## config.mk

```make
export PLATFORM = sky130hd
export DESIGN_NAME = sorted_max_priority_queue
export DESIGN_NICKNAME = d
export VERILOG_FILES = /design/src/design/smpq_pkg.sv /design/src/design/smpq_ram.sv /design/src/design/smpq_ctrl.sv /design/src/design/sorted_max_priority_queue.sv
export SDC_FILE = /design/constraint.sdc
export NUM_CORES = 1
export LEC_CHECK = 0
export BUFFER_PORTS_ARGS = -buffer_cell sky130_fd_sc_hd__buf_4
export CORE_ASPECT_RATIO = 1.5
export CORE_UTILIZATION = 55
export CTS_CLUSTER_DIAMETER = 30
export CTS_CLUSTER_SIZE = 12
export DETAILED_ROUTE_END_ITERATION = 10
export GPL_ROUTABILITY_DRIVEN = 0
export PLACE_DENSITY = 0.82
export RECOVER_POWER = 25
export SYNTH_ARGS = -nofsm -noshare
export SYNTH_HDL_FRONTEND = slang
export SYNTH_SLANG_ARGS = --single-unit
```

## constraint.sdc

```tcl
create_clock -name clk_i -period 12.1 [get_ports clk_i]
set_clock_uncertainty 0.15 [all_clocks]
set_input_delay 1.815 -clock clk_i [delete_from_list [all_inputs] [get_ports clk_i]]
set_output_delay 1.815 -clock clk_i [all_outputs]
set_load 0.03 [all_outputs]
```

## src/design/smpq_pkg.sv

```systemverilog
package smpq_pkg;

  localparam int DEPTH       = 16;
  localparam int VALUE_WIDTH = 32;
  localparam int AW          = $clog2(DEPTH);
  localparam int CW          = $clog2(DEPTH + 1);

  typedef enum logic [1:0] {
    ACT_PUSH   = 2'd0,
    ACT_POP    = 2'd1,
    ACT_SEARCH = 2'd2
  } action_e;

  typedef enum logic [2:0] {
    ST_DONE      = 3'd0,
    ST_FULL      = 3'd1,
    ST_REFUSED   = 3'd2,
    ST_NOT_FOUND = 3'd3,
    ST_FOUND     = 3'd4
  } status_e;

  typedef struct packed {
    logic                   we;
    logic [AW-1:0]          waddr;
    logic [VALUE_WIDTH-1:0] wdata;
    logic                   re;
    logic [AW-1:0]          raddr;
  } mem_req_t;

endpackage

```

## src/design/smpq_ram.sv

```systemverilog
module smpq_ram #(
  parameter int AW = 4,
  parameter int DW = 32
) (
  input  logic          clk_i,
  input  logic          we_i,
  input  logic [AW-1:0] waddr_i,
  input  logic [DW-1:0] wdata_i,
  input  logic          re_i,
  input  logic [AW-1:0] raddr_i,
  output logic [DW-1:0] rdata_o
);

  logic [DW-1:0] mem [2**AW];
  logic [DW-1:0] rdata_q;

  always_ff @(posedge clk_i) begin
    if (we_i) begin
      mem[waddr_i] <= wdata_i;
    end
    if (re_i) begin
      rdata_q <= mem[raddr_i];
    end
  end

  assign rdata_o = rdata_q;

endmodule

```

## src/design/smpq_ctrl.sv

```systemverilog
module smpq_ctrl (
  input  logic                                 clk_i,
  input  logic                                 rst_ni,
  input  logic                                 in_valid_i,
  output logic                                 in_stall_o,
  input  logic [1:0]                           action_i,
  input  logic signed [31:0]                   value_i,
  output logic                                 out_valid_o,
  input  logic                                 out_stall_i,
  output logic [2:0]                           status_o,
  output logic [3:0]                           position_o,
  output logic signed [31:0]                   top_value_o,
  output logic [4:0]                           entry_count_o,
  output logic                                 last_o,
  output smpq_pkg::mem_req_t                   mem_req_o,
  input  logic [smpq_pkg::VALUE_WIDTH-1:0]     rdata_i
);
  import smpq_pkg::*;

  typedef enum logic [2:0] {
    S_IDLE,
    S_PUSH,
    S_PUSH_TOP,
    S_POP,
    S_SRCH,
    S_RESP
  } state_e;

  state_e                 state_q, state_d;
  logic [AW-1:0]          idx_q, idx_d;
  logic [VALUE_WIDTH-1:0] v_q, v_d;
  logic [CW-1:0]          count_q, count_d;
  logic [VALUE_WIDTH-1:0] top_q, top_d;
  logic                   zero0_q, zero0_d;
  logic [AW-1:0]          raddr_q, raddr_d;
  logic                   pend_q, pend_d;
  logic [AW-1:0]          pend_pos_q, pend_pos_d;
  status_e                resp_status_q, resp_status_d;
  logic [AW-1:0]          resp_pos_q, resp_pos_d;

  logic                   out_valid_q, out_valid_d;
  status_e                out_status_q, out_status_d;
  logic [3:0]             out_pos_q, out_pos_d;
  logic [31:0]            out_top_q, out_top_d;
  logic [4:0]             out_count_q, out_count_d;
  logic                   out_last_q, out_last_d;

  mem_req_t               req;
  logic [VALUE_WIDTH-1:0] rd;
  logic                   slot_free;
  logic                   emit;
  status_e                emit_status;
  logic [AW-1:0]          emit_pos;
  logic                   emit_last;
  logic                   match;
  logic                   at_end;

  // entry 0 reads as zero until first written
  assign rd        = (raddr_q == '0 && zero0_q) ? '0 : rdata_i;
  assign slot_free = !out_valid_q || !out_stall_i;
  assign match     = (rd == v_q);
  assign at_end    = (CW'(idx_q) == count_q - CW'(1));

  always_comb begin
    state_d       = state_q;
    idx_d         = idx_q;
    v_d           = v_q;
    count_d       = count_q;
    top_d         = top_q;
    zero0_d       = zero0_q;
    raddr_d       = raddr_q;
    pend_d        = pend_q;
    pend_pos_d    = pend_pos_q;
    resp_status_d = resp_status_q;
    resp_pos_d    = resp_pos_q;
    req           = '0;
    emit          = 1'b0;
    emit_status   = ST_DONE;
    emit_pos      = '0;
    emit_last     = 1'b0;

    unique case (state_q)
      S_IDLE: begin
        if (in_valid_i) begin
          v_d = VALUE_WIDTH'(value_i);
          unique case (action_e'(action_i))
            ACT_PUSH: begin
              if (count_q == CW'(DEPTH)) begin
                resp_status_d = ST_FULL;
                resp_pos_d    = '0;
                state_d       = S_RESP;
              end else begin
                idx_d     = AW'(count_q);
                req.re    = 1'b1;
                req.raddr = AW'(count_q - CW'(1));
                state_d   = S_PUSH;
              end
            end
            ACT_POP: begin
              if (count_q < CW'(2)) begin
                resp_status_d = ST_REFUSED;
                resp_pos_d    = '0;
                state_d       = S_RESP;
              end else begin
                idx_d     = '0;
                req.re    = 1'b1;
                req.raddr = AW'(1);
                state_d   = S_POP;
              end
            end
            ACT_SEARCH: begin
              idx_d     = '0;
              pend_d    = 1'b0;
              req.re    = 1'b1;
              req.raddr = '0;
              state_d   = S_SRCH;
            end
            default: begin
              resp_status_d = ST_DONE;
              resp_pos_d    = '0;
              state_d       = S_RESP;
            end
          endcase
        end
      end

      // rd holds entry idx_q-1
      S_PUSH: begin
        req.we    = 1'b1;
        req.waddr = idx_q;
        if ($signed(v_q) > $signed(rd)) begin
          req.wdata = rd;
          idx_d     = idx_q - AW'(1);
          if (idx_q == AW'(1)) begin
            state_d = S_PUSH_TOP;
          end else begin
            req.re    = 1'b1;
            req.raddr = idx_q - AW'(2);
          end
        end else begin
          req.wdata     = v_q;
          count_d       = count_q + CW'(1);
          resp_status_d = ST_DONE;
          resp_pos_d    = '0;
          state_d       = S_RESP;
        end
      end

      S_PUSH_TOP: begin
        req.we        = 1'b1;
        req.waddr     = '0;
        req.wdata     = v_q;
        count_d       = count_q + CW'(1);
        resp_status_d = ST_DONE;
        resp_pos_d    = '0;
        state_d       = S_RESP;
      end

      // rd holds entry idx_q+1
      S_POP: begin
        req.we    = 1'b1;
        req.waddr = idx_q;
        req.wdata = rd;
        if (CW'(idx_q) + CW'(1) == count_q - CW'(1)) begin
          count_d       = count_q - CW'(1);
          resp_status_d = ST_DONE;
          resp_pos_d    = '0;
          state_d       = S_RESP;
        end else begin
          req.re    = 1'b1;
          req.raddr = idx_q + AW'(2);
          idx_d     = idx_q + AW'(1);
        end
      end

      // one match is held back until we know whether it is the last
      S_SRCH: begin
        if (!(match && pend_q && !slot_free)) begin
          if (match && pend_q) begin
            emit        = 1'b1;
            emit_status = ST_FOUND;
            emit_pos    = pend_pos_q;
            emit_last   = 1'b0;
          end
          if (match) begin
            pend_d     = 1'b1;
            pend_pos_d = idx_q;
          end
          if (!match && pend_q) begin
            resp_status_d = ST_FOUND;
            resp_pos_d    = pend_pos_q;
            state_d       = S_RESP;
          end else if (at_end) begin
            resp_status_d = match ? ST_FOUND : ST_NOT_FOUND;
            resp_pos_d    = match ? idx_q : '0;
            state_d       = S_RESP;
          end else begin
            req.re    = 1'b1;
            req.raddr = idx_q + AW'(1);
            idx_d     = idx_q + AW'(1);
          end
        end
      end

      S_RESP: begin
        if (slot_free) begin
          emit        = 1'b1;
          emit_status = resp_status_q;
          emit_pos    = resp_pos_q;
          emit_last   = 1'b1;
          state_d     = S_IDLE;
        end
      end

      default: state_d = S_IDLE;
    endcase

    if (req.re) begin
      raddr_d = req.raddr;
    end
    if (req.we && req.waddr == '0) begin
      top_d   = req.wdata;
      zero0_d = 1'b0;
    end

    out_valid_d  = out_valid_q;
    out_status_d = out_status_q;
    out_pos_d    = out_pos_q;
    out_top_d    = out_top_q;
    out_count_d  = out_count_q;
    out_last_d   = out_last_q;
    if (emit) begin
      out_valid_d  = 1'b1;
      out_status_d = emit_status;
      out_pos_d    = 4'(emit_pos);
      out_top_d    = 32'(top_q);
      out_count_d  = 5'(count_q);
      out_last_d   = emit_last;
    end else if (!out_stall_i) begin
      out_valid_d = 1'b0;
    end
  end

  always_ff @(posedge clk_i or negedge rst_ni) begin
    if (!rst_ni) begin
      state_q     <= S_IDLE;
      count_q     <= CW'(1);
      top_q       <= '0;
      zero0_q     <= 1'b1;
      pend_q      <= 1'b0;
      raddr_q     <= '0;
      out_valid_q <= 1'b0;
    end else begin
      state_q       <= state_d;
      idx_q         <= idx_d;
      v_q           <= v_d;
      count_q       <= count_d;
      top_q         <= top_d;
      zero0_q       <= zero0_d;
      raddr_q       <= raddr_d;
      pend_q        <= pend_d;
      pend_pos_q    <= pend_pos_d;
      resp_status_q <= resp_status_d;
      resp_pos_q    <= resp_pos_d;
      out_valid_q   <= out_valid_d;
      out_status_q  <= out_status_d;
      out_pos_q     <= out_pos_d;
      out_top_q     <= out_top_d;
      out_count_q   <= out_count_d;
      out_last_q    <= out_last_d;
    end
  end

  assign in_stall_o    = (state_q != S_IDLE);
  assign mem_req_o     = req;
  assign out_valid_o   = out_valid_q;
  assign status_o      = out_status_q;
  assign position_o    = out_pos_q;
  assign top_value_o   = out_top_q;
  assign entry_count_o = out_count_q;
  assign last_o        = out_last_q;

endmodule

```

## src/design/sorted_max_priority_queue.sv

```systemverilog
// Sorted max priority queue.
// Input channel (in_valid_i / in_stall_o) carries one item: action_i and value_i.
// Push inserts value_i in descending order, pop removes the largest entry,
// search reports every position holding value_i.
// Output channel (out_valid_o / out_stall_i) returns one result per push, pop
// or unused code, and one per match (or a single not-found result) for search;
// last_o marks the final result of an item. Every result carries the top value
// and the entry count after the operation.
// Entries live in a one-port-write, one-port-read RAM with a registered read;
// push and pop are read-shift-write sweeps over that RAM and search a read
// sweep, one entry per cycle (a stalled receiver can hold the search scan);
// full push, refused pop and unused codes make no sweep. in_stall_o is high
// while an item is in work, so an item is taken only once the previous item
// has handed its last result to the output register; a new item may be taken
// while the previous result still waits at the output.
// A stalled receiver holds the output register and, during search, the scan.
// Reset leaves one zero entry (count 1) and an empty output register; no
// clearing pass is needed.
module sorted_max_priority_queue (
  input  logic               clk_i,
  input  logic               rst_ni,
  input  logic               in_valid_i,
  output logic               in_stall_o,
  input  logic [1:0]         action_i,
  input  logic signed [31:0] value_i,
  output logic               out_valid_o,
  input  logic               out_stall_i,
  output logic [2:0]         status_o,
  output logic [3:0]         position_o,
  output logic signed [31:0] top_value_o,
  output logic [4:0]         entry_count_o,
  output logic               last_o
);
  import smpq_pkg::*;

  mem_req_t               mem_req;
  logic [VALUE_WIDTH-1:0] rdata;

  smpq_ctrl u_ctrl (
    .clk_i         (clk_i),
    .rst_ni        (rst_ni),
    .in_valid_i    (in_valid_i),
    .in_stall_o    (in_stall_o),
    .action_i      (action_i),
    .value_i       (value_i),
    .out_valid_o   (out_valid_o),
    .out_stall_i   (out_stall_i),
    .status_o      (status_o),
    .position_o    (position_o),
    .top_value_o   (top_value_o),
    .entry_count_o (entry_count_o),
    .last_o        (last_o),
    .mem_req_o     (mem_req),
    .rdata_i       (rdata)
  );

  smpq_ram #(
    .AW (AW),
    .DW (VALUE_WIDTH)
  ) u_ram (
    .clk_i   (clk_i),
    .we_i    (mem_req.we),
    .waddr_i (mem_req.waddr),
    .wdata_i (mem_req.wdata),
    .re_i    (mem_req.re),
    .raddr_i (mem_req.raddr),
    .rdata_o (rdata)
  );

endmodule

```

### After elaboration in Yosys (flattened, before gate mapping)

Memories as Yosys holds them, arrays and structs flattened. A register that Yosys moved wholly into a read port is not among the register bits.
Index checks and enable logic that the tools add are counted.

* register bits after elaboration: 139
* RAM bits: 512
* bits of input ports: 38
* output and inout bits: 47
* logic and storage cells: 169
* memories kept: 1

* add/sub/neg operators: 7
* magnitude comparators: 2
* eq/ne operators: 32
* muxes and demuxes: 82
* bitwise operators: 1
* reductions and logical operators: 27

Memories
* u_ram.mem: depth 16, bits a word 32, rd ports 1, clocked after Yosys merged registers in 1, write ports 1, line smpq_ram.sv:14 `logic [DW-1:0] mem [2**AW];`

Operators with widths (count)
* one-hot mux 37 bit (3 select lines): 1
* two-way mux 4 bit: 20
* two-way mux 3 bit: 22
* two-way mux 32 bit: 2
* two-way mux 5 bit: 11
* == test 32 bit: 1
* > comparator 32 bit: 1
* one-hot mux 5 bit (3 select lines): 2
* one-hot mux 4 bit (3 select lines): 2
* one-hot mux 4 bit (5 select lines): 1
* one-hot mux 5 bit (4 select lines): 1
* one-hot mux 3 bit (3 select lines): 2
* one-hot mux 3 bit (6 select lines): 1
* != test 2 bit (second input constant): 8
* one-hot mux 4 bit (4 select lines): 1
* one-hot mux 3 bit (5 select lines): 1
* two-way mux 1 bit: 11
* AND reduction 11 bit: 1
* != test 2 x 1 -> 1 bit (second input constant): 5
* AND reduction 10 bit: 1
* != test 3 bit (second input constant): 3
* logical NOT 4 bit: 2
* one-hot mux 4 bit (2 select lines): 1
* == test 3 x 2 -> 1 bit (second input constant): 2
* other kinds (36): 48

### Depth between registers and ports, before layout

* depth in word-level cells: 9
* mapped depth: 19
* gate-level depth less buffers: 14

### Hierarchy

Synthesis repeated with hierarchy kept, for this count alone.

* cell total of the unflattened synthesis: 1455
* area, all modules: 27567.7 µm²

Modules (own cells, without submodules)
* smpq_ram: instances 1, cells each 838, area each 20156.8 µm², sequential area each 16335.7 µm²
* smpq_ctrl: instances 1, cells each 617, area each 7410.9 µm², sequential area each 3941.3 µm²

### Worst setup path after synthesis

Ideal clock, no wire load.

* path type: reg2reg
* from: register u_ctrl.raddr_q[3]
* to: register u_ctrl.out_count_q[0], in the netlist u_ctrl.entry_count_o[0], enable pin
* setup time: 0.405 ns
* data arrival time: 3.926 ns
* required time: 11.545 ns
* slack: 7.618 ns
* cell stages (with the launch flop): 12
* path buffers: 2
* period minus slack after synthesis: 4.482 ns
* cell sequence: dfrtp_1 -> nor4_1 -> nand2_1 -> clkbuf_1 -> buf_1 -> nand2_1 -> ha_1 -> nand4_2 -> nor4_4 -> nand3_1 -> nor3_1 -> o21a_1

* longest elaborated chain between the ends: 9
* elaborated cells on any way between the ends: 10
* classes of those cells: eq/ne (1); mux (4); reduce/logical (5)

Ends and longest elaborated chain
* start: declaration: line smpq_ctrl.sv:35 `logic [AW-1:0] raddr_q, raddr_d;`
* start signal: assignment: line smpq_ctrl.sv:260 `raddr_q <= raddr_d;`
* logical NOT 4 bit *: line smpq_ctrl.sv:59 `assign rd = (raddr_q == '0 && zero0_q) ? '0 : rdata_i;`
* logical AND 1 bit *: line smpq_ctrl.sv:59
* two-way mux 32 bit *: line smpq_ctrl.sv:59
* == test 32 bit *: line smpq_ctrl.sv:61 `assign match = (rd == v_q);`
* logical AND 1 bit *: line smpq_ctrl.sv:178, smpq_ctrl.sv:179
* two-way mux 1 bit / logical AND 1 bit (equally long branches): line smpq_ctrl.sv:179, smpq_ctrl.sv:178
* two-way mux 1 bit *: line smpq_ctrl.sv:178 `if (!(match && pend_q && !slot_free)) begin`
* one-hot mux 1 bit (2 select lines) *: line smpq_ctrl.sv:82 `unique case (state_q)`
* AND reduction 2 bit (no source line) *
* end signal: assignment: line smpq_ctrl.sv:269 `out_count_q <= out_count_d;`
* end: declaration: line smpq_ctrl.sv:45 `logic [4:0] out_count_q, out_count_d;`

Mark *: on every way between the ends. The rest lies on a longest branch, timed or not.
A chain may end at the register's enable or synchronous reset.

### Worst setup path after layout

* from: register u_ctrl.raddr_q[0]
* to: register u_ram.rdata_q[12], in the netlist u_ram.rdata_o[12] (read register of u_ram.mem) (data pin)

* longest elaborated chain between the ends: 9
* elaborated cells on any way between the ends: 13
* classes of those cells: order compare (1); eq/ne (1); mux (5); reduce/logical (6)

Ends and longest elaborated chain
* logical NOT 4 bit *: line smpq_ctrl.sv:59
* logical AND 1 bit *: line smpq_ctrl.sv:59
* two-way mux 32 bit *: line smpq_ctrl.sv:59
* branches (longest 5 deep; another with > comparator 32 bit)
* one-hot mux 5 bit (4 select lines) *: line smpq_ctrl.sv:82
* end: declaration: line smpq_ram.sv:15 `logic [DW-1:0] rdata_q;`

Mark *: on every way between the ends.

==> flow_summary.yaml <==
die:
  dieArea_um2: 51300
  io_pins: 85
  fp.dieH_um: 277
  core_area_um2: 49700
  start_util_pct: 55.8
  rows: 100
  die_w_um: 185
sta:
  timing.final.crit_share_pct: 54.3
  fmaxAchievable_mhz: 152
  slew_headroom_pct: -134
  slew_viol_final: 259
  hold_viol: 0
  holdWs_ns: 0.293
  rsz0062_at_grt: "false"
  worstMarginPinSlew_ns: 3.51
  fin_setup_tns_ns: 0
  min_period_ns: 6.57
  setup_violations: 0
global_route:
  grt_pass1_wl_mm: 108
  grtUsageTotal_pct: 28.4
  antenna_found_initial: 0
  grt_overflow: 0
  grt_pass1_vias: 18500
  grt_max_degree: 193
run_status:
  status: "finished, violations left"
  violations: "capacitance limit, slew limit"
clock_tree:
  cts_setup_buffers: 0
  hold_buffers: 0
  clock-root-buffer: "clkbuf_16"
  clk_latency_ns: 0.64
  cts_buffer_depth: 3
  cts_buffers: 92
  h-tree-depth: 3
  cts_tree: "yes"
  cts.sinks: 683
  path_clk_slew_ns: 0.06
  post_cts_resized: 0
synthesis:
  synth-seq-area-share_pct: 73.2
  ys_ff_latch: 683
  synth_cell_types: 72
  netlist_area_um2: 27700
  synth-edff-count: 636
  ys.flop_type: "edfxtp_1"
  yosys_warnings: 0
  synth_area_per_cell_um2: 14.4
  netlist_instances: 1930
  async_reset_ff_share_pct: 6.88
  synth_nets: 2013
pwr:
  vdd_drop_max_mv: 0.380
  power_density_nw_per_um2: 310
  power_leakage_uw: 0.0110
  total_power_uw: 9930
detailed_routing:
  drcViolationCount: 0
  drtIter0Drc: 2342
  dr.pass1.iters: 7
  viasPerCell: 6.58
  wl_per_cell_um: 25.7
  drtAntennaViolNets: 0
  routed_wl_mm: 71.1
  via_count: 18200
worst_setup_path:
  arrival_ns: 6.78
  cp_num_buf_inv: 2
  critical-path-max-stage-delay_ns: 0.89
  crit_path_start_kind: "register"
  crit_family: "simple AND/OR/NAND/NOR gates"
  crit_chain: "nor4_1 -> nand2_2 -> buf_4 -> nand2_1 -> ha_1 -> nand4_2 -> nor4_4 -> and3_1 -> o221ai_1 -> o32ai_1 -> a21o_4 -> buf_4 -> a22oi_1 -> a22oi_1 -> nand3_1"
  slowest_stage: "buf_4"
  worstPathMaxFanout: 93
  critPathKind: "reg2reg"
  cp_data_required_time_ns: 12.31
  cp-end-kind: "register"
layout:
  final_layout_size_suffix_gt1_share_pct: 13.3
  areaGrowthSynthToFinish_pct: 15.7
  fin_nets: 2108
  final_area_um2: 32000
  diodes: 0
placed_design:
  io_buffer_count: 84
  dpl.hpwl_mm: 37.2
  dpl_cell_area_um2: 29100
flow_run:
  maxCapViolCount: 13
hold_path:
  hold_class: "reg2reg"
## registers in the layout (all words and copies together), names as in the netlist, 3 cells and up
name                  count
u_ctrl.resp_pos_q         4
u_ram.rdata_o            32
u_ctrl.top_value_o       32
u_ctrl.top_q             32
u_ctrl.raddr_q            4
u_ctrl.resp_status_q      3
u_ctrl.position_o         4
u_ram.mem               512
u_ctrl.status_o           3
u_ctrl.count_q            5
u_ctrl.state_q            3
u_ctrl.entry_count_o      5
u_ctrl.v_q               32
u_ctrl.pend_pos_q         4
u_ctrl.idx_q              4
## cell families (layout without fill, tap and decap cells)
group / after synthesis / count (layout) / synth area share [%]
DFF: 683 / 683 / 73.2
AOI/OAI and AO/OA: 424 / 424 / 10.9
adders and majority gates: 45 / 45 / 2.03
buffers and inverters: 132 / 304 / 2.20
xor gates and xnor gates: 22 / 22 / 0.745
muxes: 63 / 63 / 2.42
and+or+nand+nor: 561 / 561 / 8.53
## path summary, 6_finish.rpt
| path | from | to | slack (ns) | cells past startpoint |
|---|---|---|---|---|
| setup / recovery | u_ctrl.raddr_q[0] | u_ram.rdata_o[12] | 5.53 | 15 |
| hold / removal | u_ctrl.top_q[19] | u_ctrl.top_value_o[19] | 0.29 | 0 |
| setup reg to reg | u_ctrl.raddr_q[0] | u_ram.rdata_o[12] | 5.53 | 15 |
| hold reg to reg | u_ctrl.top_q[19] | u_ctrl.top_value_o[19] | 0.29 | 0 |
| max in group asynchronous | rst_ni | u_ctrl.top_q[8] | 7.57 | 1 |
| min in group asynchronous | rst_ni | u_ctrl.top_q[28] | 2.24 | 1 |
## cells in the mapped netlist (12+ instances only)
library cell  number  area, µm²
a221oi_1          33        289
a32o_1            32        320
a32oi_1           64        561
o21ai_0           17       85.1
ha_1              45        563
nand3_1           49        245
nand2_1          408       1530
dfrtp_1           45       1130
mux2i_1           31        310
inv_1             14       52.6
a22oi_1           64        480
mux2_2            32        360
xnor2_1           15        131
a21oi_1          162        811
nor3_1            12       60.1
buf_2             58        290
nor2_1            47        176
edfxtp_1         636      19100
clkbuf_1          45        169
## report_power, final
| part | switching (µW) | leakage, µW | internal, µW | total [µW] |
|---|---|---|---|---|
| Sequential | 209 | 0.00649 | 3390 | 3600 |
| Combinational | 2440 | 0.00295 | 1040 | 3480 |
| Clock | 1040 | 0.00158 | 1800 | 2850 |
| Total | 3700 | 0.0110 | 6230 | 9930 |
## layer usage
layer / vias to the layer above / share of wire [%] / track usage [%]
met5: - / 0 / 0
met4: 0 / 5.4 / 16.9
met3: 302 / 11 / 6.54
met2: 1374 / 50 / 46.3
met1: 8905 / 34 / 34.2
li1: 7618 / - / -
## per-stage QoR
stage | instances | utilization (%) | setup slack, ns
after floorplan | 1930 | - | 7.62
after global placement | 2594 | 58.5 | 6.13
after detailed placement | 2594 | 58.5 | 5.85
after CTS | 2765 | 65.1 | 5.71
after global routing | 2765 | 64.5 | 5.32
final | 2765 | 64.5 | 5.53
## placed cells by master (no fill, tap or decap), drive strengths merged, types with 3 or more instances in the layout
| cell | Yosys | final |
|---|---|---|
| a21o | 5 | 5 |
| a21oi | 163 | 163 |
| a221o | 3 | 3 |
| a221oi | 34 | 34 |
| a22o | 5 | 5 |
| a22oi | 64 | 64 |
| a31oi | 3 | 3 |
| a32o | 32 | 32 |
| a32oi | 64 | 64 |
| and2 | 4 | 4 |
| and3 | 5 | 5 |
| buf | 72 | 33 |
| bufinv | 0 | 16 |
| clkbuf | 45 | 196 |
| clkinv | 1 | 27 |
| clkinvlp | 0 | 6 |
| dfrtp | 45 | 45 |
| edfxtp | 636 | 636 |
| ha | 45 | 45 |
| inv | 14 | 26 |
| mux2 | 32 | 32 |
| mux2i | 31 | 31 |
| nand2 | 408 | 408 |
| nand2b | 4 | 4 |
| nand3 | 51 | 51 |
| nand4 | 9 | 9 |
| nor2 | 47 | 47 |
| nor2b | 5 | 5 |
| nor3 | 13 | 13 |
| nor3b | 3 | 3 |
| nor4 | 7 | 7 |
| o211ai | 3 | 3 |
| o21a | 3 | 3 |
| o21ai | 20 | 20 |
| o22ai | 3 | 3 |
| o31a | 3 | 3 |
| o31ai | 4 | 4 |
| xnor2 | 15 | 15 |
| xor2 | 6 | 6 |
## cell type report
cell class | instances | area, µm²
clock buffer | 111 | 2450
clock inverter | 60 | 828
fill | 3298 | 17600
inverter | 15 | 56.3
multi-input combinational | 1115 | 6930
sequential | 683 | 20300
tap | 663 | 830
timing repair buffer | 118 | 681
Power figures use the tool's default switching activity.
